$ cat config.mk
export PLATFORM = sky130hd
export DESIGN_NAME = dqz_ram
export DESIGN_NICKNAME = d
export VERILOG_FILES = /design/src/rtl/dqz_ram.sv
export SDC_FILE = /design/constraint.sdc
export NUM_CORES = 1
export LEC_CHECK = 0
export ABC_AREA = 1
export ABC_CLOCK_PERIOD_IN_PS = 2210
export BUFFER_PORTS_ARGS = -buffer_cell sky130_fd_sc_hd__buf_4
export CAP_MARGIN = 15
export CORE_AREA = 2 2 197 199
export DETAILED_ROUTE_END_ITERATION = 10
export DIE_AREA = 0 0 199 201
export GPL_TIMING_DRIVEN = 0
export PLACE_DENSITY_LB_ADDON = 0.25
export RECOVER_POWER = 25
export REMOVE_ABC_BUFFERS = 1
export SYNTH_ARGS = -nofsm -noshare
export SYNTH_HDL_FRONTEND = slang
export SYNTH_SLANG_ARGS = --single-unit
$ cat constraint.sdc
create_clock -name clk -period 2.21 [get_ports clk]
set_input_delay 0.442 -clock clk [delete_from_list [all_inputs] [get_ports clk]]
set_output_delay 0.442 -clock clk [all_outputs]
set_load 0.03 [all_outputs]
$ cat src/rtl/dqz_ram.sv
// Generic single-write, single-read RAM with registered read data.
module dqz_ram #(
	parameter int W = 8,
	parameter int D = 64
) (
	input  logic                 clk,
	input  logic                 we,
	input  logic [$clog2(D)-1:0] waddr,
	input  logic [W-1:0]         wdata,
	input  logic [$clog2(D)-1:0] raddr,
	output logic [W-1:0]         rdata
);

	logic [W-1:0] mem [D];

	always_ff @(posedge clk) begin
		if (we) begin
			mem[waddr] <= wdata;
		end
		rdata <= mem[raddr];
	end

endmodule

# Word level (Yosys, flattened, before mapping)
# Memories as Yosys holds them, arrays and structs flattened. A register that Yosys moved wholly into a read port is not among the register bits.
# Index checks and enable logic that the tools add are counted.
[word_totals]
reg_bits = 0
mem_bits_rw = 512
input_bits = 22
out_inout_bits = 8
word_cells = 3
n_memories = 1
[classes]
mux = 2
[memory_table]
columns = ["name", "depth", "word_bits", "read_ports", "rd_ports_with_merged_regs", "write_ports", "line_no", "rtl"]
rows = [
  ["mem", 64, 8, 1, 1, 1, "14", "logic [W-1:0] mem [D];"],
]
[op_table]
columns = ["op", "n"]
rows = [
  ["1-bit two-way mux", 2],
]

# Longest topological paths before layout
# Gate-level depths: netlist (run 1).
[logic_depth]
ltp_word = 2
ltp_mapped = 12
depth_no_buf = 9

# Least setup slack after synthesis (run 1)
# OpenSTA, ideal clock, no wires.
[synth_path]
kind = "input -> register"
start = "in we"
end = "mem mem[48][0], enable pin"
setup_ns = 0.395
arrival_time_ns = 1.813
t_required_ns = 1.815
slack_ns = 0.002
stages = 3
n_path_buf = 1
path_cell_list = "clkbuf_1 > nand4_1 > nor4_1"
[synth_via]
elab_chain_len = 2
[synth_rtl]
columns = ["element", "line_no", "rtl"]
rows = [
  ["start: declaration", "7", "input logic we,"],
  ["1-bit two-way mux", "17", "if (we) begin"],
  ["1-bit two-way mux (not written as such)", "18", "mem[waddr] <= wdata;"],
  ["end: declaration", "14", ""],
]
# No other way between the ends.

# Worst setup path in the final report (run 1)
[layout_path]
start = "in waddr[0]"
end = "mem mem[14][4], enable pin"
[layout_lines]
columns = ["element", "line_no", "rtl"]
rows = [
  ["start: declaration", "8", "input logic [$clog2(D)-1:0] waddr,"],
]
# Straight into the memory's write port.

==> impl_metrics.toml, run 1 <==
[run_status]
run_status = "finished, violations left"
violations = "capacitance limit, slew limit, setup timing"

[clock_tree]
cts_max_path_buffers = 3
cts_hold_repair.buffers = 0
htree_levels = 2
clkTransAtPathRegs_ns = 0.06
clock-sinks = 520
cts_inserted_buffers = 50
cts_tree = "yes"
root_buf_cell = "sky130_fd_sc_hd__clkbuf_16"
clkLatencyLatePin_ns = 0.59

[timing]
final_period_minus_worst_setup_slack_ns = 2.38
slew-limit-headroom_pct = -0.289
final_cycle_share_pct = 108
fmax_mhz = 420
final.setup.tns_ns = -7.16
timing.final.hold_violations = 0
grt_setup_unrepaired = "yes"
pins_over_slew_limit = 64
finalClockSkew_ns = 0.0218
finalWorstSetupSlack_ns = -0.169
worst_slew_pin_slew_ns = 1.50
final-setup-viol-count = 111

[synthesis]
post_synth_xor_area_fraction_pct = 0
post_synthesis_mux_area_share_pct = 0
synthAdderAreaFrac_pct = 0
synth.avg_cell_area_um2 = 11.8
synth_simple_gate_area_share_pct = 23.2
number_of_synthesized_register_bits = 520
number_of_different_library_cells_in_the_post_synthesis_netlist = 16
synth-seq-area-share_pct = 72.8
synthesis.instances = 1805
synthesis.yosys.warnings = 0
netlist_area_mm2 = 0.0213
dominant_combinational_cell_family_by_area_after_synthesis = "simple AND/OR/NAND/NOR gates"
synth-compound-area-share_pct = 0

[finish]
most_common_cell_after_layout_fill_and_taps_aside = "sky130_fd_sc_hd__nand2_1"
layout-drive-gt1-share_pct = 9.24
n_antenna_cell = 0
areaGrowthSynthToFinish_pct = 10.7
layout.cells.most_common_list = "sky130_fd_sc_hd__nand2_1 (648), sky130_fd_sc_hd__edfxtp_1 (512), sky130_fd_sc_hd__nand3_1 (439)"
layout.nets = 1822
layout.filler_cells = 2863

[route]
drt_first_iter_violations = 1573
route.vias.total = 13900
detail_route.vias_per_cell = 5.88
drt_first_pass_iters = 6
wl_per_cell_um = 22.1
drt_wl_total_mm = 52.0
post-route-drc-count = 0
drt.antenna.violating_nets = 0

[floorplanning]
core_region_area_mm2 = 0.0381
chipWidth_um = 199
die-area_mm2 = 0.0400
initial_utilization_pct = 56.0
die_y_um = 201
io_pins = 30
rows = 72

[critical_path]
crit_path_max_fanout = 9
critPathKind = "input pin to register"
critPathRequiredTime_ns = 2.41
arrival_worst_endpoint_ns = 2.58
worst_setup_path_end_kind = "register"
start_kind = "input pin"

[global_route]
grt_max_degree = 99
grt_pass1_wl_mm = 76.9
grt_pass1_vias = 13300
grtUsageTotal_pct = 25.9
grt_antenna_before_repair = 0
gr-total-overflow = 0

[pwr]
leakagePower_nw = 8.44
pwr_density_cell_mw_per_mm2 = 872
irDropWorstVdd_mv = 0.625
total_power_mw = 20.6

[hold_path]
hp-class = "input pin to register"

[place]
finalWeightedCongestion = 0.851
dp_hpwl_mm = 26.4
port_buffers = 29

[run]
max_capacitance_violation_count = 1
[sequential cells by signal, indices dropped and copies added, names as in the netlist]
signal,flops
rdata,8
mem,512
[cell usage after synthesis]
cell	n	area, um2
sky130_fd_sc_hd__buf_1	10	37.5
sky130_fd_sc_hd__buf_2	37	185
sky130_fd_sc_hd__inv_1	10	37.5
sky130_fd_sc_hd__dfxtp_1	8	160
sky130_fd_sc_hd__clkbuf_1	15	56.3
sky130_fd_sc_hd__inv_6	1	8.76
sky130_fd_sc_hd__nand4_1	9	56.3
sky130_fd_sc_hd__inv_2	1	3.75
sky130_fd_sc_hd__buf_8	2	30.0
sky130_fd_sc_hd__nand2_1	648	2430
sky130_fd_sc_hd__nand3_1	439	2200
sky130_fd_sc_hd__edfxtp_1	512	15400
sky130_fd_sc_hd__nor2_1	56	210
sky130_fd_sc_hd__buf_6	35	394
sky130_fd_sc_hd__nor4_1	8	50.1
sky130_fd_sc_hd__buf_4	14	105
[kinds of logic after synthesis]
| group | count (synthesis) |
|---|---|
| buf+inv | 125 |
| simple gates | 1160 |
| flops | 520 |
[cell type report]
class / count / area (um2) / share of cell area [%]
clock inverter: 22 / 191 / 0.810
sequential: 520 / 15500 / 65.7
multi-input combinational: 1160 / 5070 / 21.5
inverter: 12 / 68.8 / 0.291
clock buffer: 70 / 1390 / 5.87
tap: 518 / 648 / 2.74
timing repair buffer: 56 / 727 / 3.08
[critical path, cell delays in order]
cell and delay (ns):
sky130_fd_sc_hd__buf_4 0.15, sky130_fd_sc_hd__inv_1 0.25, sky130_fd_sc_hd__nand4_1 0.76, sky130_fd_sc_hd__nor2_1 0.96
[stage by stage]
step	worst slack [ns]	util (%)	area [um2]	cells	hold slack, ns
6_report	-0.169	62.0	23600	2358	0.169
5_1_grt	-0.191	62.0	23600	2358	0.167
4_1_cts	-0.125	61.5	23400	2349	0.141
3_5_place_dp	-1.25	56.9	21700	2253	0.758
3_3_place_gp	-3.92	56.1	21400	2239	0.756
2_1_floorplan	-0.749	-	20500	1692	0.541
[where the power goes]
part           internal (mW)  switching [mW]  leakage, nW
Sequential              10.9          0.0238         4.67
Clock                   4.73            3.56        0.772
Combinational          0.363            1.01         2.99
[path summary, 6_finish.rpt]
kind	startpoint	end	slack, ns	cells past startpoint
worst max-delay path	waddr[0]	mem[14][4]	-0.17	4
worst min-delay path	raddr[5]	rdata[6]	0.17	3
worst max register to register	mem[31][5]	rdata[5]	0.77	8
worst min register to register	mem[38][6]	rdata[6]	0.80	8
[routing by layer]
layer	track usage (%)	routed length (um)	part of all wire, %
met5	0	0	0
met4	8.48	1530	2.9
met3	4.57	4460	8.6
met2	42.0	25600	49
met1	35.7	20400	39
[timing repair]
action / in CTS / in global routing
pin swaps: 0 / 4
endpoints found under the setup margin: 145 / 267
gates cloned: 4 / 4
gates resized for setup: 15 / 22
setup buffers: 0 / 4
(Power assumes the default switching activity.)
==> run 2, diff against run 1 <==
PLACE_DENSITY = 0.75   (was default)
PLACE_DENSITY_LB_ADDON = default   (was 0.25)
==> run 2 against run 1 <==
The run ends with setup timing left. Worst setup slack got worse by 0.076 ns. Critical path depth unchanged. Design area decreased by 0.77%. Critical path type unchanged. Critical endpoint is now mem[44][6].
==> impl_metrics.toml, run 2 (synthesized netlist as in run 1, its figures left out) <==
[run_status]
run_status = "finished, violations left"
violations = "setup timing"

[timing]
slew-limit-headroom_pct = 1.26
fmax_mhz = 407
finalClockSkew_ns = 0.0154
final_cycle_share_pct = 111
grt_setup_unrepaired = "yes"
finalWorstSetupSlack_ns = -0.244
hold_slack_ns = 0.230
final_period_minus_worst_setup_slack_ns = 2.45
final.setup.tns_ns = -8.54
worst_slew_pin_slew_ns = 1.48
pins_over_slew_limit = 0
final-setup-viol-count = 96
timing.final.hold_violations = 0

[global_route]
grt_pass1_wl_mm = 77.3
grt_max_degree = 112
gr-total-overflow = 0
grtUsageTotal_pct = 25.6
grt_pass1_vias = 13600
grt_antenna_before_repair = 0

[critical_path]
start_kind = "input pin"
setup.reg_to_reg.worst_slack_ns = 0.78
timing.rr.start = "mem[16][1]"
reg2regPathDepth = 8
critPathRequiredTime_ns = 2.40
critPathKind = "input pin to register"
arrival_worst_endpoint_ns = 2.64
worst_setup_path_end_kind = "register"
regToRegEndpoint = "rdata[1]"
crit_path_max_fanout = 9

[pwr]
leakagePower_nw = 8.34
pwr-share-comb_pct = 6.6
pwr_density_cell_mw_per_mm2 = 864
pwr-share-clk_pct = 39.4
sequentialPowerShare_pct = 54.0
internal_power_mw = 15.8
switching_power_as_a_share_of_total_power_pct = 21.9
total_switching_power_mw = 4.44
irDropWorstVdd_mv = 0.716
total_power_mw = 20.3

[finish]
reg_top3 = "mem (512), rdata (8)"
top_register = "mem"
layout.cell_area.non_filler_mm2 = 0.0234
areaGrowthSynthToFinish_pct = 9.87
layout.filler_cells = 2790
n_antenna_cell = 0
layout.cells.most_common_list = "sky130_fd_sc_hd__nand2_1 (648), sky130_fd_sc_hd__edfxtp_1 (512), sky130_fd_sc_hd__nand3_1 (439)"
layout-drive-gt1-share_pct = 9.08
largest_register_ff_count = 512
layout.nets = 1814
most_common_cell_after_layout_fill_and_taps_aside = "sky130_fd_sc_hd__nand2_1"

[place]
finalWeightedCongestion = 0.818
dp_hpwl_mm = 26.3
dpl_cell_area_mm2 = 0.0217
port_buffers = 29
pre_cts_ws_ns = -1.33

[hold_path]
min_to = "rdata[2]"
hp-class = "input pin to register"
min_from = "raddr[5]"
min_delay_path_depth = 3

[route]
route.vias.total = 13900
drt_first_iter_violations = 1557
detail_route.vias_per_cell = 5.92
wl_per_cell_um = 21.5
drt.antenna.violating_nets = 0
post-route-drc-count = 0
drt_wl_total_mm = 50.5
drt_first_pass_iters = 5

[clock_tree]
htree_levels = 2
cts_max_path_buffers = 3
root_buf_cell = "sky130_fd_sc_hd__clkbuf_16"
clkTransAtPathRegs_ns = 0.06
cts_hold_repair.buffers = 0
cts_tree = "yes"
clkLatencyLatePin_ns = 0.56
cts_inserted_buffers = 48
clock-sinks = 520

[floorplanning]
io_pins = 30
chipWidth_um = 199
initial_utilization_pct = 56.0
rows = 72
die_y_um = 201
core_region_area_mm2 = 0.0381
die-area_mm2 = 0.0400

[run]
max_capacitance_violation_count = 0
## run 2: power groups by stage
stage	Sequential, mW	Combinational (mW)	Clock [mW]
CTS	10.9	1.30	8.03
global placement	11.1	1.22	0
detailed placement	11.1	1.25	0
global route	10.9	1.44	8.43
finish	10.9	1.33	7.98
floorplan	11.2	0.551	0
## run 2: per-stage QoR
step | cells | utilization, %
final | 2347 | 61.5
after global routing | 2347 | 61.5
after CTS | 2343 | 61.3
after detailed placement | 2252 | 56.8
after global placement | 2239 | 56.1
after floorplan | 1692 | -
## run 2: metal layers
layer  vias up  wire [um]  track usage (%)
met4         0       1860             10.0
met1      6713      19200             34.4
met2       730      24800             41.7
met3       127       4600             4.44
met5         -          0                0
li1       6324          -                -
## run 2: layout make-up
class	count	area, um2	share of cell area, %
clock inverter	26	171	0.731
timing repair buffer	49	567	2.42
inverter	12	73.8	0.315
multi-input combinational	1160	5090	21.7
tap	518	648	2.76
sequential	520	15500	66.3
clock buffer	61	1350	5.77
timing repair inverter	1	8.76	0.0374
## run 2: worst max-delay path by stage
| stage | endpoint | cells past startpoint | slack [ns] | startpoint |
|---|---|---|---|---|
| after detailed placement | rdata[7] | 12 | -1.33 | raddr[0] |
| after global placement | rdata[3] | 9 | -4.02 | raddr[1] |
| after global routing | mem[44][6] | 4 | -0.21 | waddr[0] |
| after floorplan | rdata[7] | 8 | -0.75 | raddr[1] |
| after CTS | mem[46][2] | 4 | -0.16 | waddr[0] |
| final | mem[44][6] | 4 | -0.24 | waddr[0] |
## run 2: timing repair
| action | CTS | global route |
|---|---|---|
| pin swaps | 0 | 3 |
| setup endpoints to repair | 176 | 295 |
| gates cloned | 4 | 1 |
| resized for setup | 16 | 31 |
| setup buffers | 0 | 3 |
## run 2: worst max-delay path: stages
cell and delay, ns:
sky130_fd_sc_hd__buf_4 0.16, sky130_fd_sc_hd__inv_1 0.27, sky130_fd_sc_hd__nand4_1 0.81, sky130_fd_sc_hd__nor2_1 0.95
==> run 3, diff against run 2 <==
SETUP_SLACK_MARGIN = 0.2   (was default)
==> run 3 against run 2 <==
The run ends with capacitance limit, slew limit, setup timing left. Critical path depth stayed put. Total power is 0.49% higher. Clock-buffer cell count stayed put. Clock skew is 0.0045 ns higher. Clock power hardly changed. Sequential cell count stayed put. Utilization is 0.75 points higher. Hold slack worse by 0.017 ns. Final cell count is 0.64% higher. Non-clock buffer count is 14 higher. Critical path type unchanged. Largest power group unchanged. Highest routed layer unchanged.
==> impl_metrics.toml, run 3 (synthesized netlist as in run 1, its figures left out) <==
[clock_tree]
clkTransAtPathRegs_ns = 0.06
clock-sinks = 520
htree_levels = 2
root_buf_cell = "sky130_fd_sc_hd__clkbuf_16"
cts_hold_repair.buffers = 0
cts_max_path_buffers = 3
cts_inserted_buffers = 48
clkLatencyLatePin_ns = 0.57
cts_tree = "yes"

[pwr]
irDropWorstVdd_mv = 0.714
leakagePower_nw = 8.46
pwr_density_cell_mw_per_mm2 = 858

[timing]
slew-limit-headroom_pct = -1.79
hold_slack_ns = 0.213
finalClockSkew_ns = 0.0199
final-setup-viol-count = 24
final_cycle_share_pct = 101
final.setup.tns_ns = -0.334
finalWorstSetupSlack_ns = -0.0236
pins_over_slew_limit = 65
fmax_mhz = 448
grt_setup_unrepaired = "yes"
final_period_minus_worst_setup_slack_ns = 2.23
worst_slew_pin_slew_ns = 1.53
timing.final.hold_violations = 0

[finish]
layout-drive-gt1-share_pct = 10.6
n_antenna_cell = 0
finish.utilization_pct = 62.3
reg_top3 = "mem (512), rdata (8)"
areaGrowthSynthToFinish_pct = 11.2
top_register = "mem"
most_common_cell_after_layout_fill_and_taps_aside = "sky130_fd_sc_hd__nand2_1"
layout.cells.most_common_list = "sky130_fd_sc_hd__nand2_1 (648), sky130_fd_sc_hd__edfxtp_1 (512), sky130_fd_sc_hd__nand3_1 (439)"
layout.nets = 1829
largest_register_ff_count = 512

[route]
wl_per_cell_um = 22.3
route.vias.total = 14300
drt_wl_total_mm = 52.7
detail_route.vias_per_cell = 6.04
post-route-drc-count = 0
drt.antenna.violating_nets = 0
drt_first_pass_iters = 6
drt_first_iter_violations = 1719

[critical_path]
timing.rr.start = "mem[22][4]"
start_kind = "input pin"
crit_path_max_fanout = 9
critPathRequiredTime_ns = 2.39
reg2regPathDepth = 8
critPathKind = "input pin to register"
arrival_worst_endpoint_ns = 2.41
cp-startpoint = "waddr[2]"
worst_setup_path_end_kind = "register"

[hold_path]
min_from = "raddr[5]"
min_delay_path_depth = 3
hp-class = "input pin to register"

[global_route]
grt_pass1_vias = 13700
grtUsageTotal_pct = 25.9
gr-total-overflow = 0
grt_antenna_before_repair = 0
grt_max_degree = 75
grt_pass1_wl_mm = 78.1

[run_status]
violations = "capacitance limit, slew limit, setup timing"
run_status = "finished, violations left"

[floorplanning]
initial_utilization_pct = 56.0
chipWidth_um = 199
io_pins = 30
die_y_um = 201
die-area_mm2 = 0.0400
core_region_area_mm2 = 0.0381
rows = 72

[place]
pre_cts_ws_ns = -1.33
port_buffers = 29
dp_hpwl_mm = 26.3
finalWeightedCongestion = 0.818

[run]
max_capacitance_violation_count = 1
==> run 3: per-layer routing <==
| layer | GRT usage (%) | vias up | share of wire (%) |
|---|---|---|---|
| met2 | 42.2 | 863 | 49 |
| met5 | 0 | - | 0 |
| li1 | - | 6356 | - |
| met3 | 4.57 | 144 | 10 |
| met1 | 34.7 | 6905 | 37 |
| met4 | 10.2 | 0 | 3.7 |
==> run 3: final timing paths <==
kind / end / slack (ns)
max reg2reg: rdata[4] / 0.80
min: rdata[2] / 0.21
min reg2reg: rdata[0] / 0.84
max: mem[0][7] / -0.02
==> run 3: cell type report <==
cell class | count | area [um2]
fill | 2752 | 14400
clock buffer | 61 | 1350
multi-input combinational | 1160 | 5140
clock inverter | 26 | 171
inverter | 12 | 90.1
timing repair buffer | 63 | 771
timing repair inverter | 2 | 20.0
tap | 518 | 648
sequential | 520 | 15500
==> run 3: stage by stage <==
stage,cell area [um2],cells,power [mW]
3_3_place_gp,21400,2239,12.4
3_5_place_dp,21700,2252,12.4
4_1_cts,23500,2349,20.3
5_1_grt,23700,2362,20.9
6_report,23700,2362,20.3
2_1_floorplan,20500,1692,11.7
==> run 3: timing repair <==
item | CTS | global route
buffers inserted | 5 | 6
pin swaps | 3 | 3
gates cloned | 5 | 7
setup endpoints to repair | 416 | 264
resized for setup | 46 | 22
==> run 3: critical path: stages <==
cell and delay, ns:
sky130_fd_sc_hd__buf_4 0.16, sky130_fd_sc_hd__inv_1 0.27, sky130_fd_sc_hd__nand4_1 0.66, sky130_fd_sc_hd__nor2_1 0.87
==> run 3: power breakdown <==
group	leakage, nW	internal, mW	total [mW]	switching (mW)
Combinational	3.03	0.369	1.40	1.03
Sequential	4.67	10.9	10.9	0.0202
Clock	0.753	4.55	8.01	3.46
