### src/rtl/dqz_pkg.sv
// Shared types, cosine and scan tables for the 8x8 DCT quantizer.
package dqz_pkg;

	localparam int DEF_COEF_FRAC_BITS = 14;
	localparam int QUANT_QW           = 20;
	localparam logic [15:0] QS_RESET  = 16'd256;

	typedef int int_row_t [8];
	typedef logic [5:0] idx_tab_t [64];

	typedef struct packed {
		logic       v;
		logic [2:0] k;
	} dqz_link_t;

	typedef enum logic [2:0] {
		ST_LOAD,
		ST_P1,
		ST_P2,
		ST_QSTART,
		ST_QWAIT,
		ST_ORD,
		ST_OLD,
		ST_OSEND
	} dqz_state_t;

	typedef enum logic [1:0] {
		QS_IDLE,
		QS_PREP,
		QS_RUN,
		QS_FIN
	} dqz_qstate_t;

	localparam int COS_MAG [8][8] = '{
		'{3536, 3536, 3536, 3536, 3536, 3536, 3536, 3536},
		'{4904, 4157, 2778, 975, -975, -2778, -4157, -4904},
		'{4619, 1913, -1913, -4619, -4619, -1913, 1913, 4619},
		'{4157, -975, -4904, -2778, 2778, 4904, 975, -4157},
		'{3536, -3536, -3536, 3536, 3536, -3536, -3536, 3536},
		'{2778, -4904, 975, 4157, -4157, -975, 4904, -2778},
		'{1913, -4619, 4619, -1913, -1913, 4619, -4619, 1913},
		'{975, -2778, 4157, -4904, 4904, -4157, 2778, -975}
	};

	localparam idx_tab_t SCAN_POS = '{
		 0,  8,  1,  2,  9, 16, 24, 17,
		10,  3,  4, 11, 18, 25, 32, 40,
		33, 26, 19, 12,  5,  6, 13, 20,
		27, 34, 41, 48, 56, 49, 42, 35,
		28, 21, 14,  7, 15, 22, 29, 36,
		43, 50, 57, 58, 51, 44, 37, 30,
		23, 31, 38, 45, 52, 59, 60, 53,
		46, 39, 47, 54, 61, 62, 55, 63
	};

	function automatic int_row_t cos_row(int m, int f);
		int_row_t r;
		int v;
		int a;
		int c;
		for (int k = 0; k < 8; k++) begin
			v = COS_MAG[m][k];
			a = (v < 0) ? -v : v;
			c = (a * (1 << f) + 5000) / 10000;
			r[k] = (v < 0) ? -c : c;
		end
		return r;
	endfunction

	function automatic idx_tab_t scan_inverse();
		idx_tab_t t;
		for (int i = 0; i < 64; i++) begin
			t[SCAN_POS[i]] = 6'(i);
		end
		return t;
	endfunction

	localparam idx_tab_t SCAN_IDX = scan_inverse();

endpackage

### src/rtl/dqz_cell.sv
// One multiply-accumulate cell of the transform chain.
module dqz_cell import dqz_pkg::*; #(
	parameter int F = DEF_COEF_FRAC_BITS,
	parameter int M = 0
) (
	input  logic                    clk,
	input  logic                    arst_n,
	input  dqz_link_t               link_i,
	input  logic signed [F+10:0]    x_i,
	output dqz_link_t               link_o,
	output logic signed [F+10:0]    x_o,
	output logic signed [2*F+12:0]  res_o
);

	localparam int XW = F + 11;
	localparam int CW = F;
	localparam int PW = XW + CW;
	localparam int AW = 2 * F + 13;
	localparam int_row_t COEF = cos_row(M, F);

	logic signed [CW-1:0] coef;
	logic signed [PW-1:0] prod_s1;
	logic                 v_s1;
	logic [2:0]           k_s1;
	logic signed [AW-1:0] acc_q;
	logic signed [AW-1:0] acc_d;

	assign coef = CW'(COEF[link_i.k]);

	always_ff @(posedge clk or negedge arst_n) begin
		if (!arst_n) begin
			link_o <= '0;
			v_s1   <= 1'b0;
			k_s1   <= '0;
		end else begin
			link_o <= link_i;
			v_s1   <= link_i.v;
			k_s1   <= link_i.k;
		end
	end

	always_ff @(posedge clk) begin
		x_o     <= x_i;
		prod_s1 <= x_i * coef;
	end

	assign acc_d = (k_s1 == 3'd0) ? AW'(prod_s1) : acc_q + AW'(prod_s1);

	always_ff @(posedge clk) begin
		if (v_s1) begin
			acc_q <= acc_d;
			if (k_s1 == 3'd7) begin
				res_o <= acc_d;
			end
		end
	end

endmodule

### config.mk
export PLATFORM = sky130hd
export DESIGN_NAME = dqz_cell
export DESIGN_NICKNAME = d
export VERILOG_FILES = /design/src/rtl/dqz_pkg.sv /design/src/rtl/dqz_cell.sv
export SDC_FILE = /design/constraint.sdc
export NUM_CORES = 1
export LEC_CHECK = 0
export BUFFER_PORTS_ARGS = -buffer_cell sky130_fd_sc_hd__buf_4
export CORE_MARGIN = 3
export CORE_UTILIZATION = 45
export DETAILED_ROUTE_END_ITERATION = 10
export PLACE_DENSITY_LB_ADDON = 0.05
export SYNTH_ARGS = -nofsm -noshare
export SYNTH_HDL_FRONTEND = slang
export SYNTH_SLANG_ARGS = --single-unit
### constraint.sdc
create_clock -name clk -period 9.2 [get_ports clk]
set_input_delay 1.38 -clock clk [delete_from_list [all_inputs] [get_ports clk]]
set_output_delay 1.38 -clock clk [all_outputs]
set_load 0.005 [all_outputs]
; ---- Word level (Yosys, flattened, before mapping)
; Memories as Yosys holds them, arrays and structs flattened.
; Cells that the tools add are included.
[word_totals]
register_bits = 150
latchBits = 0
ram_bits = 0
rom_bits = 256
inputBits = 31
out_inout_bits = 70
wordCells = 17
mem_count = 1
[op_classes]
add_sub_neg = 1
multipliers = 1
div = 0
order_cmp = 1
eq_ne = 1
n_shift = 0
n_mux = 3
bitwise_logic = 1
n_reduce_logical = 2
[memory_table]
columns = name, words, width, rd, rd_clocked_by_memory_dff, wr, line
row1 = (name not given), 8, 32, 1, 0, 0, dqz_cell.sv:28  ; assign coef = CW'(COEF[link_i.k]);
[ops]
columns = op, n
row1 = $add 41x39->41, 1
row2 = $mux 41, 1
row3 = $mul 25x14->39, 1
row4 = $mux 14, 2
row5 = $ge 4x4->1 const B, 1
row6 = $not 3->4, 1
row7 = $eq 3x3->1 const B, 1
row8 = $logic_not 3->1, 1
row9 = $reduce_and 2->1, 1

; ---- Depth between registers and ports, before layout
; Gate-level depths: netlist (run 1).
[depth]
word_depth = 5
ltp_mapped = 21
mapped_depth_nobuf = 21

; ---- Worst setup path before layout (run 1)
; Ideal clock, no wire load.
[synth_path]
path_type = input -> register
startpoint = input port x_i[9]
endpoint = register prod_s1[36]
setup_time_ns = 0.072
arrival_time_ns = 6.311
t_required_ns = 9.128
path_slack_ns = 2.817
path_stages = 21
path_buffers = 0
cell_sequence = ha_1 -> inv_1 -> fa_1 -> inv_1 -> fa_1 -> fa_1 -> ha_1 -> inv_1 -> fa_1 -> inv_1 -> ha_1 -> and3_1 -> a221oi_1 -> o21ai_1 -> a211oi_1 -> or3_1 -> a21oi_1 -> a221o_1 -> a211o_1 -> a21oi_1 -> xnor2_1
[synth_via]
elab_chain_cells = 1
[synth_lines]
columns = item, line
row1 = start: declaration, dqz_cell.sv:9  ; input logic signed [F+10:0] x_i,
row2 = $mul 25x14->39, dqz_cell.sv:44  ; prod_s1 <= x_i * coef;
row3 = end signal: assignment, dqz_cell.sv:44
row4 = end: declaration, dqz_cell.sv:22  ; logic signed [PW-1:0] prod_s1;
; No other way between the ends.
; A chain may end at the register's enable or synchronous reset.

; ---- Worst setup path in the final report (run 1)
; Ends and elaborated chain as after synthesis.

==> impl_metrics.ini, run 1 <==
[final_layout]
multi_input_area_mm2 = 0.00722
postLayoutCoreUtil_pct = 52.9
drive_above_1_share_pct = 11.9
fillers = 2348
ff_latch_area_mm2 = 0.00374
num_antenna_cells = 0
area_growth_pct = 13.9
fin_nets = 1545

[worst_hold_path]
hp-class = reg -> reg

[flow_run]
drv_cap = 0

[setup_path]
cp_slowest_cell = fa_1
end_kind = register
cpPeakStageDelay_ns = 0.51
path_buf_inv = 5
crit_path_cell_trace = buf_4 > ha_1 > inv_1 > fa_1 > inv_1 > fa_1 > fa_1 > ha_1 > inv_1 > fa_1 > inv_1 > ha_1 > and3_1 > a221oi_1 > o21ai_1 > a211oi_1 > or3_1 > a21oi_1 > a221o_1 > a211o_1 > a21oi_1 > xnor2_1
crit_fanout = 7
arrival_ns = 6.85
critPathTopFamily = adder cells
start_kind = input pin
path_class = in -> reg
required_ns = 9.54

[global_routing]
grt_pass1_wl_um = 42300
grt_overflow_total = 0
grt_max_degree = 46
grt_pass1_vias = 8211
antenna_found_initial = 0
grt_use_total_pct = 18.5

[cts]
cts_made_buffers = 17
clkTransAtPathRegs_ns = 0.06
cts_max_path_buffers = 2
postCtsSetupRepairBufs = 0
clkLatencyLatePin_ns = 0.42
clock-sinks = 145
cts_max_level = 4
ctsResizeCount = 0
cts_tree = built
cts-root-buf = clkbuf_16
cts_hold_buf = 0

[route]
drtIter0Drc = 293
vias = 7979
drt-pass1-iter-count = 6
drt-total-wl_um = 24700
drc_errors = 0
detail_route.wl_per_cell_um = 15.6
viasPerCell = 5.06
postRouteAntennaNets = 0

[synthesis]
yosys-top-cells-area = edfxtp_1, ha_1, fa_1
synth_xor_area_share_pct = 4.81
synth_simple_gate_area_share_pct = 7.82
async_reset_ff_share_pct = 2.76
synth_top_family_by_area = adder cells
synthMuxAreaShare_pct = 0.0952
synth_fa_ha_area_share_pct = 35.7
synth_edf_count = 82
synth_nets = 1449
synth_compound_area_share_pct = 12.6
synth.distinct_cells = 65
syn_area_per_cell_um2 = 10.4
seq_area_frac_synth_pct = 31.7
ys_ff_latch = 145
ys.warnings.count = 0
ys.flop_type = edfxtp_1
syn_inst = 1138
synth_top_area_cell = edfxtp_1
synth_top_area_share_pct = 20.8
synth.cell_area_mm2 = 0.0118

[die]
num_rows = 58
die_w_um = 168
start_util_pct = 46.4
fp.dieH_um = 168
fp.coreArea_mm2 = 0.0255
ios = 101
die_area_mm2 = 0.0283

[sta]
finalHoldViolCount = 0
final.setup.worst_slack_ns = 2.69
finalMaxSlewViolations = 0
post-route-period-util_pct = 70.7
setup_viol_count_final = 0
fin_setup_tns_ns = 0
tightest_slew_ns = 1.02
max_freq_mhz = 154
rsz0062_at_grt = no
slew-limit-headroom_pct = 32.1
skew_ns = 0.0166
min_period_ns = 6.51

[placement]
place_ws_ns = 2.29
dpl.hpwl_um = 19100
finalWeightedCongestion = 0.861
port_buffers = 100

[status]
status = finished clean
[sequential cells by signal (all words and copies together), names as in the netlist]
signal	count
prod_s1	39
k_s1	3
acc_q	41
v_s1	1
x_o	20
res_o	41
[cell families (layout without fill, tap and decap cells)]
group	count (synthesis)	after routing
flops	145	145
simple gates	191	191
fa+ha+maj	280	280
compound gates	235	235
xor+xnor	65	65
mux	1	1
buf+inv	221	330
[tightest hold or removal path: cells and delay by family (launching register included)]
family             cells  cell delay, ns
DFF                    1            0.35
AOI/OAI and AO/OA      1            0.10
and+or+nand+nor        1            0.05
[path summary, 6_finish.rpt]
check / from / endpoint / slack, ns / cells past startpoint
min in group asynchronous: arst_n / k_s1[0] / 0.74 / 1
hold reg to reg: prod_s1[22] / acc_q[22] / 0.62 / 2
max in group asynchronous: arst_n / v_s1 / 8.35 / 1
setup / recovery: x_i[9] / prod_s1[36] / 2.69 / 22
setup reg to reg: acc_q[1] / acc_q[37] / 5.54 / 11
hold / removal: prod_s1[22] / acc_q[22] / 0.62 / 2
[cell usage after synthesis (8+ instances only)]
cell type	count
xor2_1	29
o21ai_0	46
ha_1	185
nand2_1	59
nand4_1	8
clkbuf_1	14
fa_1	95
xnor2_1	36
dfxtp_1	59
edfxtp_1	82
nor3_1	12
nand3_1	19
a21oi_1	81
inv_1	195
a21o_1	51
nor2_1	47
[cell type report]
cell class,instances,area share [%]
clock inverters,13,1.11
repair buffers,103,5.74
clock buffers,19,3.21
multi-input cells,772,53.6
inverters,195,5.43
flip-flops and latches,145,27.8
well taps,330,3.07
[stage by stage]
stage               instance area, um2  hold slack (ns)  std cells
finish                           13500            0.620       1577
global route                     13500            0.640       1577
CTS                              13500            0.628       1577
detailed placement               12900            0.602       1545
global placement                 12900            0.593       1545
floorplan                        11800            0.515       1138
[cell usage in the layout (no fill, tap or decap), types with 11 or more instances in the layout]
cell type	netlist	routed
a21o_1	51	51
a21oi_1	81	81
buf_4	6	103
clkbuf_16	0	17
dfxtp_1	59	59
edfxtp_1	82	82
fa_1	95	95
ha_1	185	185
inv_1	195	195
nand2_1	59	59
nand3_1	19	19
nor2_1	47	47
nor3_1	12	11
o21ai_0	46	46
xnor2_1	36	36
xor2_1	29	29
[layer usage]
layer | vias to the layer above | GRT usage (%) | wire (um)
met5 | - | 0 | 0
met4 | 0 | 3.77 | 244
met3 | 23 | 2.56 | 923
met2 | 152 | 27.9 | 10400
met1 | 3728 | 28.4 | 13100
li1 | 4076 | - | -
Power of run 1 is left out: the tool's default activity adds up to more than one toggle a clock period on the data nets, which glitch-free logic cannot reach.
==> run 2, diff against run 1 <==
==> constraint.sdc (replaced) <==
create_clock -name clk -period 6 [get_ports clk]
set_input_delay 0.9 -clock clk [delete_from_list [all_inputs] [get_ports clk]]
set_output_delay 0.9 -clock clk [all_outputs]
set_load 0.005 [all_outputs]
==> impl_metrics.ini, run 2 (same netlist as run 1, synthesis figures left out) <==
[status]
status = finished clean

[sta]
max_freq_mhz = 175
tightest_slew_ns = 1.02
skew_ns = 0.0187
post-route-period-util_pct = 95.1
min_period_ns = 5.71
final.setup.worst_slack_ns = 0.294
finalHoldViolCount = 0
rsz0062_at_grt = no
fin_setup_tns_ns = 0
hold_slack_ns = 0.253
setup_viol_count_final = 0
slew-limit-headroom_pct = 31.9
finalMaxSlewViolations = 0

[cts]
cts_tree = built
cts_max_level = 4
clkTransAtPathRegs_ns = 0.07
cts_hold_buf = 0
cts_made_buffers = 17
cts_max_path_buffers = 2
cts-root-buf = clkbuf_16
clock-sinks = 145
clkLatencyLatePin_ns = 0.42

[route]
viasPerCell = 4.96
drt-pass1-iter-count = 4
detail_route.wl_per_cell_um = 15.0
postRouteAntennaNets = 0
drc_errors = 0
drtIter0Drc = 349
vias = 8122
drt-total-wl_um = 24500

[final_layout]
mostFrequentLayoutCells = inv_1, ha_1, buf_4, fa_1, edfxtp_1
final_common_cell = inv_1
fin_nets = 1606
area_growth_pct = 17.7
fillers = 2358
final_area_mm2 = 0.0139
num_antenna_cells = 0
top_regs = acc_q: 41 flops, res_o: 41 flops, prod_s1: 39 flops
drive_above_1_share_pct = 16.5

[global_routing]
grt_pass1_wl_um = 41200
grt_pass1_vias = 8273
antenna_found_initial = 0
grt_max_degree = 46
grt_use_total_pct = 18.0
grt_overflow_total = 0

[setup_path]
arrival_ns = 6.05
start_kind = input pin
path_class = in -> reg
required_ns = 6.34
crit_fanout = 4
end_kind = register

[placement]
place_ws_ns = -0.366
finalWeightedCongestion = 0.833
port_buffers = 100
dpl.hpwl_um = 19500
dpl_cell_area_mm2 = 0.0133

[die]
start_util_pct = 46.4
fp.coreArea_mm2 = 0.0255
die_w_um = 168
fp.dieH_um = 168
ios = 101
die_area_mm2 = 0.0283
num_rows = 58

[worst_hold_path]
hp-class = in -> async

[flow_run]
drv_cap = 0
-- run 2: cell count changes in the layout (fill, tap and decap cells not counted), sizes merged --
cell,previous run,this run
buf,103,164
bufinv,2,0
clkbuf,19,17
clkinvlp,2,4
clkinv,3,4
inv,201,202
-- run 2: worst paths after layout --
| path | start | end | slack [ns] | cells past startpoint |
|---|---|---|---|---|
| setup / recovery | x_i[8] | prod_s1[36] | 0.29 | 22 |
| hold / removal | arst_n | k_s1[0] | 0.25 | 1 |
| setup reg to reg | acc_q[1] | acc_q[37] | 2.36 | 11 |
| hold reg to reg | prod_s1[6] | res_o[6] | 0.61 | 2 |
| max in group asynchronous | arst_n | v_s1 | 5.64 | 1 |
| min in group clk | link_i[0] | k_s1[0] | 0.58 | 1 |
-- run 2: layer usage --
metal	global-route usage, %	wire (um)	vias to the layer above
met5	0	0	-
met4	3.52	200	0
met3	2.39	686	15
met2	28.3	10800	122
met1	26.8	12900	3793
li1	-	-	4192
-- run 2: final cells by class --
| class | instances | area [um2] | area share [%] |
|---|---|---|---|
| clock buffer | 17 | 425 | 3.06 |
| inverter | 195 | 732 | 5.26 |
| timing repair buffer | 164 | 1230 | 8.85 |
| tap | 330 | 413 | 2.97 |
| multi-input combinational | 772 | 7240 | 52.0 |
| sequential | 145 | 3740 | 26.9 |
| clock inverter | 15 | 126 | 0.908 |
-- run 2: worst max-delay path, cell delays in order --
cell and delay, ns:
buf_4 0.13, ha_1 0.27, inv_1 0.05, fa_1 0.49, inv_1 0.05, fa_1 0.46
fa_1 0.49, ha_1 0.29, inv_1 0.05, fa_1 0.50, inv_1 0.04, ha_1 0.31
a21o_1 0.18, a221oi_2 0.27, o21ai_2 0.13, a211oi_2 0.24, or3_1 0.15, a21oi_1 0.09
a221o_1 0.41, a211o_1 0.29, a21oi_2 0.15, xnor2_1 0.12
-- run 2: per-stage QoR --
step / util [%] / cells
final: 54.6 / 1638
after floorplan: - / 1138
after detailed placement: 52.4 / 1606
after global routing: 54.6 / 1638
after CTS: 54.6 / 1638
after global placement: 52.4 / 1606
-- run 2: repair_timing --
| action | in CTS | in global routing |
|---|---|---|
| resized for setup | 0 | 4 |
| setup endpoints to repair | 0 | 2 |
| setup buffers | 0 | 0 |
Power of run 2 is left out for the same reason.
==> run 3, diff against run 2 <==
--- a/config.mk
+++ b/config.mk
@@ -5,10 +5,12 @@
 export SDC_FILE = /design/constraint.sdc
 export NUM_CORES = 1
 export LEC_CHECK = 0
+export ABC_CLOCK_PERIOD_IN_PS = 6000
 export BUFFER_PORTS_ARGS = -buffer_cell sky130_fd_sc_hd__buf_4
 export CORE_MARGIN = 3
 export CORE_UTILIZATION = 45
 export DETAILED_ROUTE_END_ITERATION = 10
+export MAX_ROUTING_LAYER = met4
 export PLACE_DENSITY_LB_ADDON = 0.05
 export SYNTH_ARGS = -nofsm -noshare
 export SYNTH_HDL_FRONTEND = slang
==> impl_metrics.ini, run 3 (same netlist as run 1, synthesis figures left out) <==
[global_routing]
use_met3_pct = 2.39
grt_pass1_wl_um = 41300
grt_pass1_vias = 8268
use_met2_pct = 28.3
grt.met1_usage_pct = 26.8
grt_use_total_pct = 18.5
antenna_found_initial = 0
grt_max_degree = 46
grt_overflow_total = 0
grt-busiest-layer = met2

[flow_run]
drv_cap = 0

[sta]
slew-limit-headroom_pct = 31.9
finalHoldViolCount = 0
rsz0062_at_grt = no
hold_slack_ns = 0.247
post-route-period-util_pct = 95.0
tightest_slew_ns = 1.02
max_freq_mhz = 175
setup_viol_count_final = 0
min_period_ns = 5.70
skew_ns = 0.0229
finalMaxSlewViolations = 0

[placement]
finalWeightedCongestion = 0.846
dpl.hpwl_um = 19500
port_buffers = 100
dp_cells = 1606

[final_layout]
num_antenna_cells = 0
final_cells = 1638
fin_nets = 1606
mostFrequentLayoutCells = inv_1, ha_1, buf_4, fa_1, edfxtp_1
top_regs = acc_q: 41 flops, res_o: 41 flops, prod_s1: 39 flops
area_growth_pct = 17.7
final_common_cell = inv_1
drive_above_1_share_pct = 16.5

[route]
drtIter0Drc = 366
postRouteAntennaNets = 0
drt-total-wl_um = 24500
detail_route.wl_per_cell_um = 15.0
drt-pass1-iter-count = 4
vias = 8114
drc_errors = 0
viasPerCell = 4.95

[setup_path]
rr_worst_depth = 11
arrival_ns = 6.05
required_ns = 6.35
path_class = in -> reg
crit_fanout = 4
end_kind = register
start_kind = input pin

[cts]
clock-sinks = 145
cts_max_level = 4
cts_tree = built
cts_made_buffers = 17
postCtsSetupRepairBufs = 0
clkLatencyLatePin_ns = 0.43
clkTransAtPathRegs_ns = 0.07
cts_max_path_buffers = 2
cts-root-buf = clkbuf_16

[die]
ios = 101
fp.coreArea_mm2 = 0.0255
die_w_um = 168
die_area_mm2 = 0.0283
start_util_pct = 46.4
num_rows = 58
fp.dieH_um = 168

[status]
status = finished clean

[worst_hold_path]
hp-class = in -> async
## run 3: cell counts in the layout (fill, tap and decap cells not counted)
No cell type changed its count.
## run 3: area by class of cell
| class | instances | area [um2] |
|---|---|---|
| Fill cell | 2358 | 11600 |
| Multi-Input combinational cell | 772 | 7240 |
| Sequential cell | 145 | 3740 |
| Timing Repair Buffer | 164 | 1230 |
| Inverter | 195 | 732 |
| Clock buffer | 17 | 425 |
| Tap cell | 330 | 413 |
| Clock inverter | 15 | 126 |
## run 3: per-layer routing
metal / wire length [um] / vias to the layer above
met1: 12800 / 3794
met5: 0 / -
met3: 724 / 12
met2: 10800 / 118
met4: 190 / 0
li1: - / 4190
## run 3: final timing paths
path	from	endpoint	slack (ns)
min reg2reg	prod_s1[6]	res_o[6]	0.61
max in group asynchronous	arst_n	v_s1	5.65
max	x_i[8]	prod_s1[36]	0.30
min	arst_n	k_s1[0]	0.25
min in group clk	link_i[0]	k_s1[0]	0.57
max reg2reg	prod_s1[1]	acc_q[37]	2.35
## run 3: what timing repair did
action	4_1_cts	5_1_grt
endpoints found under the setup margin	0	2
hold buffers	0	0
gates resized for setup	0	4
## run 3: worst max-delay path: stages
cell	delay [ns]
buf_4	0.13
ha_1	0.27
inv_1	0.05
fa_1	0.49
inv_1	0.05
fa_1	0.46
fa_1	0.49
ha_1	0.29
inv_1	0.05
fa_1	0.50
inv_1	0.04
ha_1	0.31
a21o_1	0.18
a221oi_2	0.27
o21ai_2	0.13
a211oi_2	0.24
or3_1	0.15
a21oi_1	0.09
a221o_1	0.41
a211o_1	0.29
a21oi_2	0.15
xnor2_1	0.12
## run 3: through the flow
stage | worst slack, ns | area (um2) | util, % | setup TNS (ns)
finish | 0.302 | 13900 | 54.6 | 0
detailed placement | -0.366 | 13300 | 52.4 | -0.929
CTS | 0.0628 | 13900 | 54.6 | 0
floorplan | 0.0965 | 11800 | - | 0
global placement | -0.311 | 13300 | 52.4 | -0.742
global route | 0.0191 | 13900 | 54.6 | 0
Power of run 3 is left out for the same reason.
