## config.mk

```make
export PLATFORM = sky130hd
export DESIGN_NAME = dqz_quant
export DESIGN_NICKNAME = d
export VERILOG_FILES = /design/src/rtl/dqz_pkg.sv /design/src/rtl/dqz_quant.sv
export SDC_FILE = /design/constraint.sdc
export NUM_CORES = 1
export LEC_CHECK = 0
export BUFFER_PORTS_ARGS = -buffer_cell sky130_fd_sc_hd__buf_2
export CAP_MARGIN = 20
export CORE_ASPECT_RATIO = 2
export CORE_MARGIN = 1
export CORE_UTILIZATION = 61
export DETAILED_ROUTE_END_ITERATION = 8
export PLACE_DENSITY = 0.83
export SYNTH_ARGS = -nofsm -noshare
export SYNTH_HDL_FRONTEND = slang
export SYNTH_SLANG_ARGS = --single-unit
export TNS_END_PERCENT = 30
```

## constraint.sdc

```tcl
create_clock -name clk -period 3.76 [get_ports clk]
set_clock_uncertainty 0.1 [all_clocks]
set_input_delay 0.376 -clock clk [delete_from_list [all_inputs] [get_ports clk]]
set_output_delay 0.376 -clock clk [all_outputs]
set_load 0.02 [all_outputs]
```

## src/rtl/dqz_pkg.sv

```systemverilog
// Shared types, cosine and scan tables for the 8x8 DCT quantizer.
package dqz_pkg;

	localparam int DEF_COEF_FRAC_BITS = 14;
	localparam int QUANT_QW           = 20;
	localparam logic [15:0] QS_RESET  = 16'd256;

	typedef int int_row_t [8];
	typedef logic [5:0] idx_tab_t [64];

	typedef struct packed {
		logic       v;
		logic [2:0] k;
	} dqz_link_t;

	typedef enum logic [2:0] {
		ST_LOAD,
		ST_P1,
		ST_P2,
		ST_QSTART,
		ST_QWAIT,
		ST_ORD,
		ST_OLD,
		ST_OSEND
	} dqz_state_t;

	typedef enum logic [1:0] {
		QS_IDLE,
		QS_PREP,
		QS_RUN,
		QS_FIN
	} dqz_qstate_t;

	localparam int COS_MAG [8][8] = '{
		'{3536, 3536, 3536, 3536, 3536, 3536, 3536, 3536},
		'{4904, 4157, 2778, 975, -975, -2778, -4157, -4904},
		'{4619, 1913, -1913, -4619, -4619, -1913, 1913, 4619},
		'{4157, -975, -4904, -2778, 2778, 4904, 975, -4157},
		'{3536, -3536, -3536, 3536, 3536, -3536, -3536, 3536},
		'{2778, -4904, 975, 4157, -4157, -975, 4904, -2778},
		'{1913, -4619, 4619, -1913, -1913, 4619, -4619, 1913},
		'{975, -2778, 4157, -4904, 4904, -4157, 2778, -975}
	};

	localparam idx_tab_t SCAN_POS = '{
		 0,  8,  1,  2,  9, 16, 24, 17,
		10,  3,  4, 11, 18, 25, 32, 40,
		33, 26, 19, 12,  5,  6, 13, 20,
		27, 34, 41, 48, 56, 49, 42, 35,
		28, 21, 14,  7, 15, 22, 29, 36,
		43, 50, 57, 58, 51, 44, 37, 30,
		23, 31, 38, 45, 52, 59, 60, 53,
		46, 39, 47, 54, 61, 62, 55, 63
	};

	function automatic int_row_t cos_row(int m, int f);
		int_row_t r;
		int v;
		int a;
		int c;
		for (int k = 0; k < 8; k++) begin
			v = COS_MAG[m][k];
			a = (v < 0) ? -v : v;
			c = (a * (1 << f) + 5000) / 10000;
			r[k] = (v < 0) ? -c : c;
		end
		return r;
	endfunction

	function automatic idx_tab_t scan_inverse();
		idx_tab_t t;
		for (int i = 0; i < 64; i++) begin
			t[SCAN_POS[i]] = 6'(i);
		end
		return t;
	endfunction

	localparam idx_tab_t SCAN_IDX = scan_inverse();

endpackage

```

## src/rtl/dqz_quant.sv

```systemverilog
// Quantizer: scaled rounding division, one quotient bit per cycle, with saturation.
module dqz_quant import dqz_pkg::*; #(
	parameter int F = DEF_COEF_FRAC_BITS
) (
	input  logic                   clk,
	input  logic                   arst_n,
	input  logic                   start,
	input  logic signed [2*F+12:0] y,
	input  logic [3:0]             d,
	input  logic [15:0]            qs,
	output logic                   done,
	output logic signed [12:0]     z
);

	localparam int AW = 2 * F + 13;
	localparam int QW = QUANT_QW;
	localparam int DW = 20;
	localparam int SW = 2 * F + 16;
	localparam int SA = 2 * F - 5;
	localparam int SH = 2 * F - 4;
	localparam int CNW = $clog2(QW);

	dqz_qstate_t st_q, st_d;

	logic            neg_q;
	logic [AW-1:0]   mag_q;
	logic [DW-1:0]   den_q;
	logic [QW-1:0]   dv_q;
	logic [DW-1:0]   rem_q;
	logic [CNW-1:0]  cnt_q;
	logic [15:0]     qs_eff;
	logic [SW-1:0]   sum;
	logic [DW:0]     tr;
	logic            ge;

	assign qs_eff = (qs == 16'd0) ? 16'd1 : qs;
	assign sum    = SW'({mag_q, 1'b0}) + (SW'(den_q) << SA);
	assign tr     = {rem_q, dv_q[QW-1]};
	assign ge     = (tr >= {1'b0, den_q});

	always_ff @(posedge clk or negedge arst_n) begin
		if (!arst_n) begin
			st_q <= QS_IDLE;
			done <= 1'b0;
		end else begin
			st_q <= st_d;
			done <= (st_q == QS_FIN);
		end
	end

	always_comb begin
		st_d = st_q;
		case (st_q)
			QS_IDLE: if (start) st_d = QS_PREP;
			QS_PREP: st_d = QS_RUN;
			QS_RUN:  if (cnt_q == CNW'(QW - 1)) st_d = QS_FIN;
			QS_FIN:  st_d = QS_IDLE;
			default: st_d = QS_IDLE;
		endcase
	end

	always_ff @(posedge clk) begin
		case (st_q)
			QS_IDLE: begin
				neg_q <= y[AW-1];
				mag_q <= y[AW-1] ? AW'(-y) : AW'(y);
				den_q <= DW'(d) * DW'(qs_eff);
			end
			QS_PREP: begin
				dv_q  <= QW'(sum >> SH);
				rem_q <= '0;
				cnt_q <= '0;
			end
			QS_RUN: begin
				rem_q <= ge ? DW'(tr - {1'b0, den_q}) : DW'(tr);
				dv_q  <= {dv_q[QW-2:0], ge};
				cnt_q <= cnt_q + 1'b1;
			end
			QS_FIN: begin
				if (!neg_q) begin
					z <= (dv_q > QW'(4095)) ? 13'sd4095 : 13'(dv_q);
				end else begin
					z <= (dv_q > QW'(4096)) ? -13'sd4096 : 13'(-$signed({1'b0, dv_q}));
				end
			end
			default: ;
		endcase
	end

endmodule

```

Yosys cells after proc, flatten, opt, wreduce, memory -nomap -nowiden:

Index checks and enable logic that the tools add are counted.

* register bits after elaboration: 123
* bits of input ports: 64
* output and inout port bits: 14
* logic and storage cells: 41

* add/sub/neg operators: 5
* multiply operators: 1
* $lt $le $gt $ge: 3
* equal/unequal tests: 6
* mux-type cells: 12
* reductions and logical operators: 4

Operators with widths (number)
* 20-bit one-hot mux with 2 select lines: 2
* 42-bit by 43-bit adder with 44-bit output: 1
* 41-bit negation: 1
* 40-bit two-way mux: 1
* 13-bit two-way mux: 3
* 21-bit by 20-bit greater-or-equal comparator with 1-bit output: 1
* 20-bit by 12-bit > comparator with 1-bit output, second input constant: 1
* 20-bit by 13-bit > comparator with 1-bit output, second input constant: 1
* 4-bit by 16-bit multiplier with 20-bit output: 1
* 20-bit two-way mux: 1
* 20-bit subtractor: 1
* 16-bit zero test: 1
* 16-bit two-way mux: 1
* 13-bit negation: 1
* 5-bit one-hot mux with 2 select lines: 1
* 2-bit one-hot mux with 4 select lines: 1
* 5-bit by 1-bit adder with 5-bit output, second input constant: 1
* 5-bit equality test, second input constant: 1
* 2-bit equality test, second input constant: 2
* 2-bit two-way mux: 2
* 2-bit != test, second input constant: 2
* 2-bit by 1-bit equality test with 1-bit output, second input constant: 1
* 2-bit zero test: 1
* 2-bit AND reduction: 1
* 2-bit nonzero test: 1

Logic depth before layout (Yosys ltp):

Gate-level depths: netlist (run 1).

* depth in word-level cells: 3
* gate-level depth with buffers: 16
* gate-level depth less buffers: 16

Worst setup path before layout (run 1):

OpenSTA, ideal clock, no wires.

* path kind: input to register
* start: input qs[13]
* end: register den_q[19] (data pin)
* library setup time: 258 ps
* data arrival time: 4127 ps
* required time: 3402 ps
* slack: -724 ps
* stages on the path: 15
* path through: nor4_1 -> a41oi_1 -> nand2b_1 -> fa_1 -> inv_1 -> fa_1 -> ha_1 -> a211o_1 -> a2111o_1 -> a2111oi_2 -> o31ai_1 -> a211oi_2 -> o21ai_1 -> a21oi_1 -> xnor2_1

* word-level cells in the longest chain between the ends: 3

RTL lines
* start, declared: RTL line dqz_quant.sv:10 `input logic [15:0] qs,`
* 16-bit zero test: RTL line dqz_quant.sv:36 `assign qs_eff = (qs == 16'd0) ? 16'd1 : qs;`
* 16-bit two-way mux *: RTL line dqz_quant.sv:36
* 4-bit by 16-bit multiplier with 20-bit output *: RTL line dqz_quant.sv:67 `den_q <= DW'(d) * DW'(qs_eff);`
* end signal, assigned: RTL line dqz_quant.sv:67
* end, declared: RTL line dqz_quant.sv:27 `logic [DW-1:0] den_q;`

Mark *: on every way between the ends. The rest lies on a longest branch, timed or not.
A chain may end at the register's enable or synchronous reset.

Final worst setup path (run 1):

Ends and elaborated chain as after synthesis.

==> results by group, run 1 <==
Logic synthesis
  • Synth area leader: edfxtp_1
  • Multiplexer area fraction after synthesis: 1.84%
  • Post-synth EDFFs: 98
  • Post-synthesis cell count: 891
  • Post-synthesis net count: ~1,100
  • Simple-gate share of the synthesized area: between 15 and 20%
  • Main combinational cell family by area after synthesis: simple AND/OR/NAND/NOR gates
  • XOR/XNOR share of the synthesized area: around 6.5%
  • Top cells by area, synth: edfxtp_1 (35%), ha_1 (10%), fa_1 (7.2%)
  • Top cell type's share of synthesized area: 35.1%
  • Sequential area share after synthesis: between 30 and 40%
  • Synth warnings: 0
  • Syn_area_per_cell: between 9 and 10 um2
  • Async SR Flop Fraction: under 10%
  • Post-synthesis adder-cell area fraction: 17.3%
  • Ys flop type: edfxtp_1
  • Synth unique cells: 64
  • Synth Cell Area: roughly 0.0084 mm2
  • Yosys reg bits: around 100
  • Fraction of the mapped netlist area in compound gates: about 15%

GRT
  • Grt ovf: 0
  • Initial antenna violation count: 1
  • First-pass GRT wire length: approximately 33,000 um
  • Total track usage: between 20 and 30%
  • Vias in the first global route: around 7,200
  • Maximum number of pins on one net before global-route repair: 47

Timing
  • Hold Fails Final Rpt: 0
  • Max-slew violation count: 0
  • Fmax: 0.229 GHz
  • Final setup viols: 8
  • Total Negative Setup Slacks: -2.66 ns
  • Final setup margin: -0.606 ns
  • Post-layout min period: between 4 and 5 ns
  • Unrepaired setup endpoints after global routing: yes
  • Crit share post-route: 116%
  • Max_slew headroom: between 20% and 30%
  • Slew @ Worst Pin: roughly 1.1 ns

Floorplanning
  • Die width: approximately 85 um
  • Row count: 60
  • # IOs: approximately 80
  • Die area: approximately 0.014 mm2
  • Chip height: about 170 um
  • Starting density of the core: between 60% and 70%
  • Total core area: between 0.01 and 0.015 mm2

Place
  • Placed cell area: 0.00927 mm2
  • Final HPWL DP: ~16,000 um
  • I/O Buffers: slightly below 80
  • Cell total after placement: roughly 1,100
  • Final Wtd Congestion: 0.949

Worst setup path
  • Max stage delay cell, worst path: fa_1
  • Worst EP arrival: about 4.4 ns
  • Setup CP Type: in2reg
  • Critical Path RT: approximately 3.8 ns
  • Critical path endpoint category: register
  • Critical-path cell list: buf_6 > nor4_4 > a41oi_2 > nand2b_4 > fa_1 > inv_2 > fa_1 > ha_1 > a211o_1 > a2111o_1 > a2111oi_4 > o31ai_2 > a211oi_2 > o21ai_1 > a21oi_1 > xnor2_1
  • Worst-path fanout max: 2
  • Most frequent CP cell: fa_1
  • Startpoint Class: input port
  • Crit path largest cell delay: between 0.4 and 0.5 ns

Clock tree
  • CTS tree: yes
  • Clk slew on worst S/H paths: 0.07 ns
  • Latest clock arrival within the worst-skew pair: 0.35 ns
  • TritonCTS Buffers: 9
  • Clock buffer depth: 2
  • H-tree depth: 3
  • Clk root buf: clkbuf_16
  • Clock Sinks: just over 100

Layout
  • Layout cells sized above 1: approximately 17%
  • Layout Nets: ~1,200
  • Most frequent cells in the layout: inv_1 (98), edfxtp_1 (98), nand2_1 (81)
  • Post-route insts no fill: 1,164
  • Area Growth Syn to Fin: 15.3%
  • Post-Layout Inst Area: just under 0.01 mm2

Routing
  • Via Count: ~7,000
  • WL met3: about 530 um
  • Max layer used: met4
  • TritonRoute pass-1 iters: 7
  • WL/cell: approximately 17 um
  • DRC: 6
  • ANT nets after route: 0
  • Initial DRC count: 377
  • Metal-1 WL: 6540 um
  • DR vias/cell: roughly 6.0
  • Met2 routed wirelength: between 10,000 and 15,000 um
  • Routed WL: about 20,000 um

Power
  • Pwr/cell area: between 800 and 900 mW/mm2
  • Internal: between 4 and 5 mW
  • Leakage: 4.24 nW
  • Switch share: about 44%
  • Maximum vdd drop: about 0.63 mV
  • Clock power frac: between 10 and 15%
  • Reg power frac: 30.8%
  • Share of power burned in combinational logic: between 50% and 60%
  • Total power: 8.31 mW
  • Switching power: about 3.7 mW

Run status
  • Violated checks: DRC, setup timing
  • Outcome: finished, violations left

Hold path
  • Hold Crit Class: in2async

Run
  • Max-cap violations: 0
flip-flops by register name, summed over array words and instances (netlist names):
signal  cells
cnt_q       5
mag_q      19
dv_q       20
st_q        2
done        1
rem_q      20
den_q      20
z          13
neg_q       1
stage by stage:
| stage | hold WS, ns | utilization (%) | worst slack [ns] |
|---|---|---|---|
| 6_report | 0.236 | 71.9 | -0.606 |
| 5_1_grt | 0.236 | 71.9 | -0.758 |
| 4_1_cts | 0.226 | 71.7 | -0.597 |
| 3_5_place_dp | 0.0734 | 69.0 | -1.21 |
| 2_1_floorplan | -0.0196 | - | -0.703 |
| 3_3_place_gp | 0.0720 | 69.0 | -1.16 |
repair_timing:
item                                   4_1_cts  5_1_grt
setup endpoints to repair                    9        8
gates cloned                                 0        0
hold buffers                                 1        0
resized for setup                           12        4
setup buffers                                1        2
pin swaps                                   15        1
endpoints found under the hold margin        3        0
synth_stat cells (21+ instances only):
cell,n
nand3_1,21
clkbuf_1,23
nand2_1,81
ha_1,68
xnor2_1,47
o21ai_0,52
fa_1,30
edfxtp_1,98
a21oi_1,47
nor2_1,59
and2_1,47
inv_1,99
worst max-delay path: cells and delay by family:
family,cells,cell delay [ns]
AND/OR/NAND/NOR,2,0.53
buffers and inverters,2,0.14
AO/OA/AOI/OAI,8,1.94
XOR/XNOR,1,0.09
adder cells (fa/ha/maj),3,1.29
path summary, 6_finish.rpt:
kind	depth (start not counted)	end	from	slack [ns]
worst max-delay path	16	den_q[19]	qs[13]	-0.61
worst min-delay path	2	done	arst_n	0.24
worst max register to register	9	rem_q[2]	den_q[14]	0.33
worst min register to register	1	st_q[0]	st_q[0]	0.45
max in group asynchronous	2	st_q[1]	arst_n	3.22
min in group clk	2	mag_q[37]	y[37]	0.24
power groups by stage:
stage          Combinational (mW)  Sequential, mW  Clock, mW
6_report                     4.83            2.56      0.926
5_1_grt                      5.37            2.60      0.971
4_1_cts                      4.78            2.55      0.932
3_5_place_dp                 4.70            2.56          0
3_3_place_gp                 4.55            2.55          0
2_1_floorplan                3.59            2.44          0
per-layer routing:
metal | vias to the layer above | GRT usage (%)
met2 | 227 | 59.1
met4 | 0 | 22.1
met5 | - | 0
met1 | 3296 | 26.8
met3 | 92 | 2.25
li1 | 3365 | -
final cells by class:
class / count / area (um2)
clock buffer: 10 / 229
inverter: 100 / 375
fill: 973 / 3770
clock inverter: 6 / 61.3
sequential: 101 / 3020
antenna: 1 / 2.50
multi-input combinational: 664 / 5010
timing repair buffer: 127 / 779
tap: 155 / 194
logic make-up (layout without fill, tap and decap cells):
| group | after synthesis | after routing |
|---|---|---|
| and+or+nand+nor | 291 | 291 |
| AOI/OAI and AO/OA | 198 | 198 |
| buffers and inverters | 126 | 243 |
| DFF | 101 | 101 |
| adders and majority gates | 98 | 98 |
| xor gates and xnor gates | 62 | 62 |
| muxes | 15 | 15 |
| other | 0 | 1 |
No activity file was read; power rests on OpenSTA's default activity.
==> run 2: changes to the inputs <==
--- a/config.mk
+++ b/config.mk
@@ -11,7 +11,10 @@
 export CORE_MARGIN = 1
 export CORE_UTILIZATION = 61
 export DETAILED_ROUTE_END_ITERATION = 8
+export GPL_ROUTABILITY_DRIVEN = 0
+export GPL_TIMING_DRIVEN = 0
 export PLACE_DENSITY = 0.83
+export SETUP_SLACK_MARGIN = 0.4
 export SYNTH_ARGS = -nofsm -noshare
 export SYNTH_HDL_FRONTEND = slang
 export SYNTH_SLANG_ARGS = --single-unit
==> results by group, run 2 (synthesis results as in run 1) <==
Run status
  • Outcome: finished, violations left (unchanged)
  • Violated checks: DRC, setup timing (unchanged)

Power
  • Maximum vdd drop: 0.345 mV (was 0.629 mV)
  • Leakage: 4.11 nW (was 4.24 nW)
  • Pwr/cell area: 874 mW/mm2 (was 860 mW/mm2)

GRT
  • Vias in the first global route: 7,210 (was 7,224)
  • Total track usage: 29.5% (was 29.7%)
  • Grt ovf: 0 (unchanged)
  • Initial antenna violation count: 0 (was 1)
  • Maximum number of pins on one net before global-route repair: 41 (was 47)
  • First-pass GRT wire length: 32,700 um (was 32,900 um)

Clock tree
  • TritonCTS Buffers: 9 (unchanged)
  • Clock buffer depth: 2 (unchanged)
  • Clk slew on worst S/H paths: 0.07 ns (about the same)
  • Clock Sinks: 101 (unchanged)
  • CTS tree: yes (unchanged)
  • H-tree depth: 3 (unchanged)
  • Latest clock arrival within the worst-skew pair: 0.35 ns (about the same)
  • Clk root buf: clkbuf_16 (unchanged)

Timing
  • Max-slew violation count: 0 (unchanged)
  • Max_slew headroom: 60.6% (was 27.4%)
  • Post-layout min period: 4.47 ns (was 4.37 ns)
  • Final Hold Slack: 0.139 ns (was 0.236 ns)
  • Unrepaired setup endpoints after global routing: yes (unchanged)
  • Fmax: 0.224 GHz (was 0.229 GHz)
  • Slew @ Worst Pin: 0.577 ns (was 1.09 ns)
  • Final setup margin: -0.711 ns (was -0.606 ns)
  • Hold Fails Final Rpt: 0 (unchanged)
  • Final setup viols: 8 (unchanged)
  • Crit share post-route: 119% (was 116%)

Routing
  • Initial DRC count: 327 (was 377)
  • ANT nets after route: 0 (unchanged)
  • Via Count: 6,957 (was 6,980)
  • DR vias/cell: 6.05 (was 6.00)
  • DRC: 2 (was 6)
  • TritonRoute pass-1 iters: 7 (unchanged)
  • Routed WL: 20,100 um (was 20,000 um)
  • WL/cell: 17.5 um (was 17.2 um)

Layout
  • Util after Layout: 71.3% (was 71.9%)
  • Top flop regs: den_q x20, dv_q x20, rem_q x20 (unchanged)
  • Fill cells: 997 (was 973)
  • Layout Nets: 1,152 (was 1,165)
  • Layout cells sized above 1: 14.9% (was 17.5%)
  • Most frequent cells in the layout: inv_1 (99), edfxtp_1 (98), nand2_1 (81) (was inv_1 (98), edfxtp_1 (98), nand2_1 (81))
  • Antenna cells: 0 (was 1)
  • Post-route insts no fill: 1,150 (was 1,164)
  • Area Growth Syn to Fin: 14.3% (was 15.3%)
  • Most common cell after layout, fill and taps aside: inv_1
  • Post-Layout Inst Area: 0.00958 mm2 (was 0.00967 mm2)

Hold path
  • Hold Path Origin: y[40]
  • Hold Crit Class: in2reg (was in2async)
  • Hold Path Depth: 1
  • WHS Endpoint: neg_q

Floorplanning
  • Die width: 84.9 um (unchanged)
  • Row count: 60 (unchanged)
  • Chip height: 168 um (unchanged)
  • Total core area: 0.0134 mm2 (unchanged)
  • # IOs: 78 (unchanged)
  • Die area: 0.0142 mm2 (unchanged)
  • Starting density of the core: 62.4% (unchanged)

Worst setup path
  • Worst reg2reg startpoint: den_q[11] (was den_q[14])
  • Reg2Reg Depth: 11 (was 9)
  • Worst EP arrival: 4.48 ns (was 4.36 ns)
  • Worst-path fanout max: 4 (was 2)
  • Startpoint Class: input port (unchanged)
  • Reg2Reg Setup Slack: 0.55 ns (was 0.33 ns)
  • Reg2reg end: rem_q[4] (was rem_q[2])
  • Setup CP Type: in2reg (unchanged)
  • Critical Path RT: 3.77 ns (was 3.76 ns)
  • Critical path endpoint category: register (unchanged)

Place
  • Placed cell area: 0.00908 mm2 (was 0.00927 mm2)
  • Cell total after placement: 1,125 (was 1,143)
  • Final HPWL DP: 16,000 um (was 15,900 um)
  • I/O Buffers: 77 (unchanged)

Run
  • Max-cap violations: 0 (unchanged)
## run 2: per-stage QoR
step	TNS [ns]	power, mW	setup WS (ns)
6_report	-3.08	8.37	-0.711
5_1_grt	-4.44	8.98	-0.864
4_1_cts	-2.64	8.23	-0.650
3_5_place_dp	-9.23	7.26	-1.37
3_3_place_gp	-8.99	7.04	-1.36
2_1_floorplan	-2.75	6.03	-0.703
## run 2: where the power goes
| group | switching [mW] | internal (mW) | total, mW |
|---|---|---|---|
| clock | 0.398 | 0.508 | 0.906 |
| sequential | 0.401 | 2.13 | 2.53 |
| combinational | 2.93 | 2.00 | 4.94 |
| total | 3.73 | 4.64 | 8.37 |
## run 2: timing repair
action	in CTS	in global routing
hold buffers	1	0
pin swaps	13	7
endpoints found under the hold margin	3	0
gates resized for setup	15	25
setup endpoints to repair	13	28
buffers inserted	4	4
## run 2: layout make-up
type,instances,area [um2],area share (%)
Multi-Input combinational cell,664,5060,52.9
Sequential cell,101,3020,31.5
Timing Repair Buffer,88,539,5.63
Inverter,100,375,3.92
Clock buffer,10,229,2.39
Tap cell,155,194,2.02
Buffer,26,105,1.10
Clock inverter,6,53.8,0.562
## run 2: worst max-delay path, stage by stage
cell       delay (ns)
buf_8            0.10
nor4_4           0.33
a41oi_2          0.22
nand2b_4         0.20
fa_1             0.48
inv_1            0.05
fa_1             0.45
ha_1             0.31
a211o_1          0.31
a2111o_1         0.45
a2111oi_4        0.39
o31ai_4          0.13
a211oi_2         0.20
buf_4            0.17
o21ai_1          0.06
a21oi_1          0.16
xnor2_1          0.09
## run 2: worst max path at each step
stage | startpoint | endpoint | depth (start not counted)
floorplan | qs[7] | den_q[19] | 15
global placement | qs[7] | den_q[19] | 16
detailed placement | qs[7] | den_q[19] | 16
CTS | qs[13] | den_q[19] | 17
global route | qs[13] | den_q[19] | 17
finish | qs[13] | den_q[19] | 17
## run 2: layer usage
metal	vias up	share of wire, %	track usage (%)
met5	-	0	0
met2	209	56	58.5
met4	0	7.5	21.1
met3	94	3.2	4.22
met1	3317	33	25.8
li1	3337	-	-
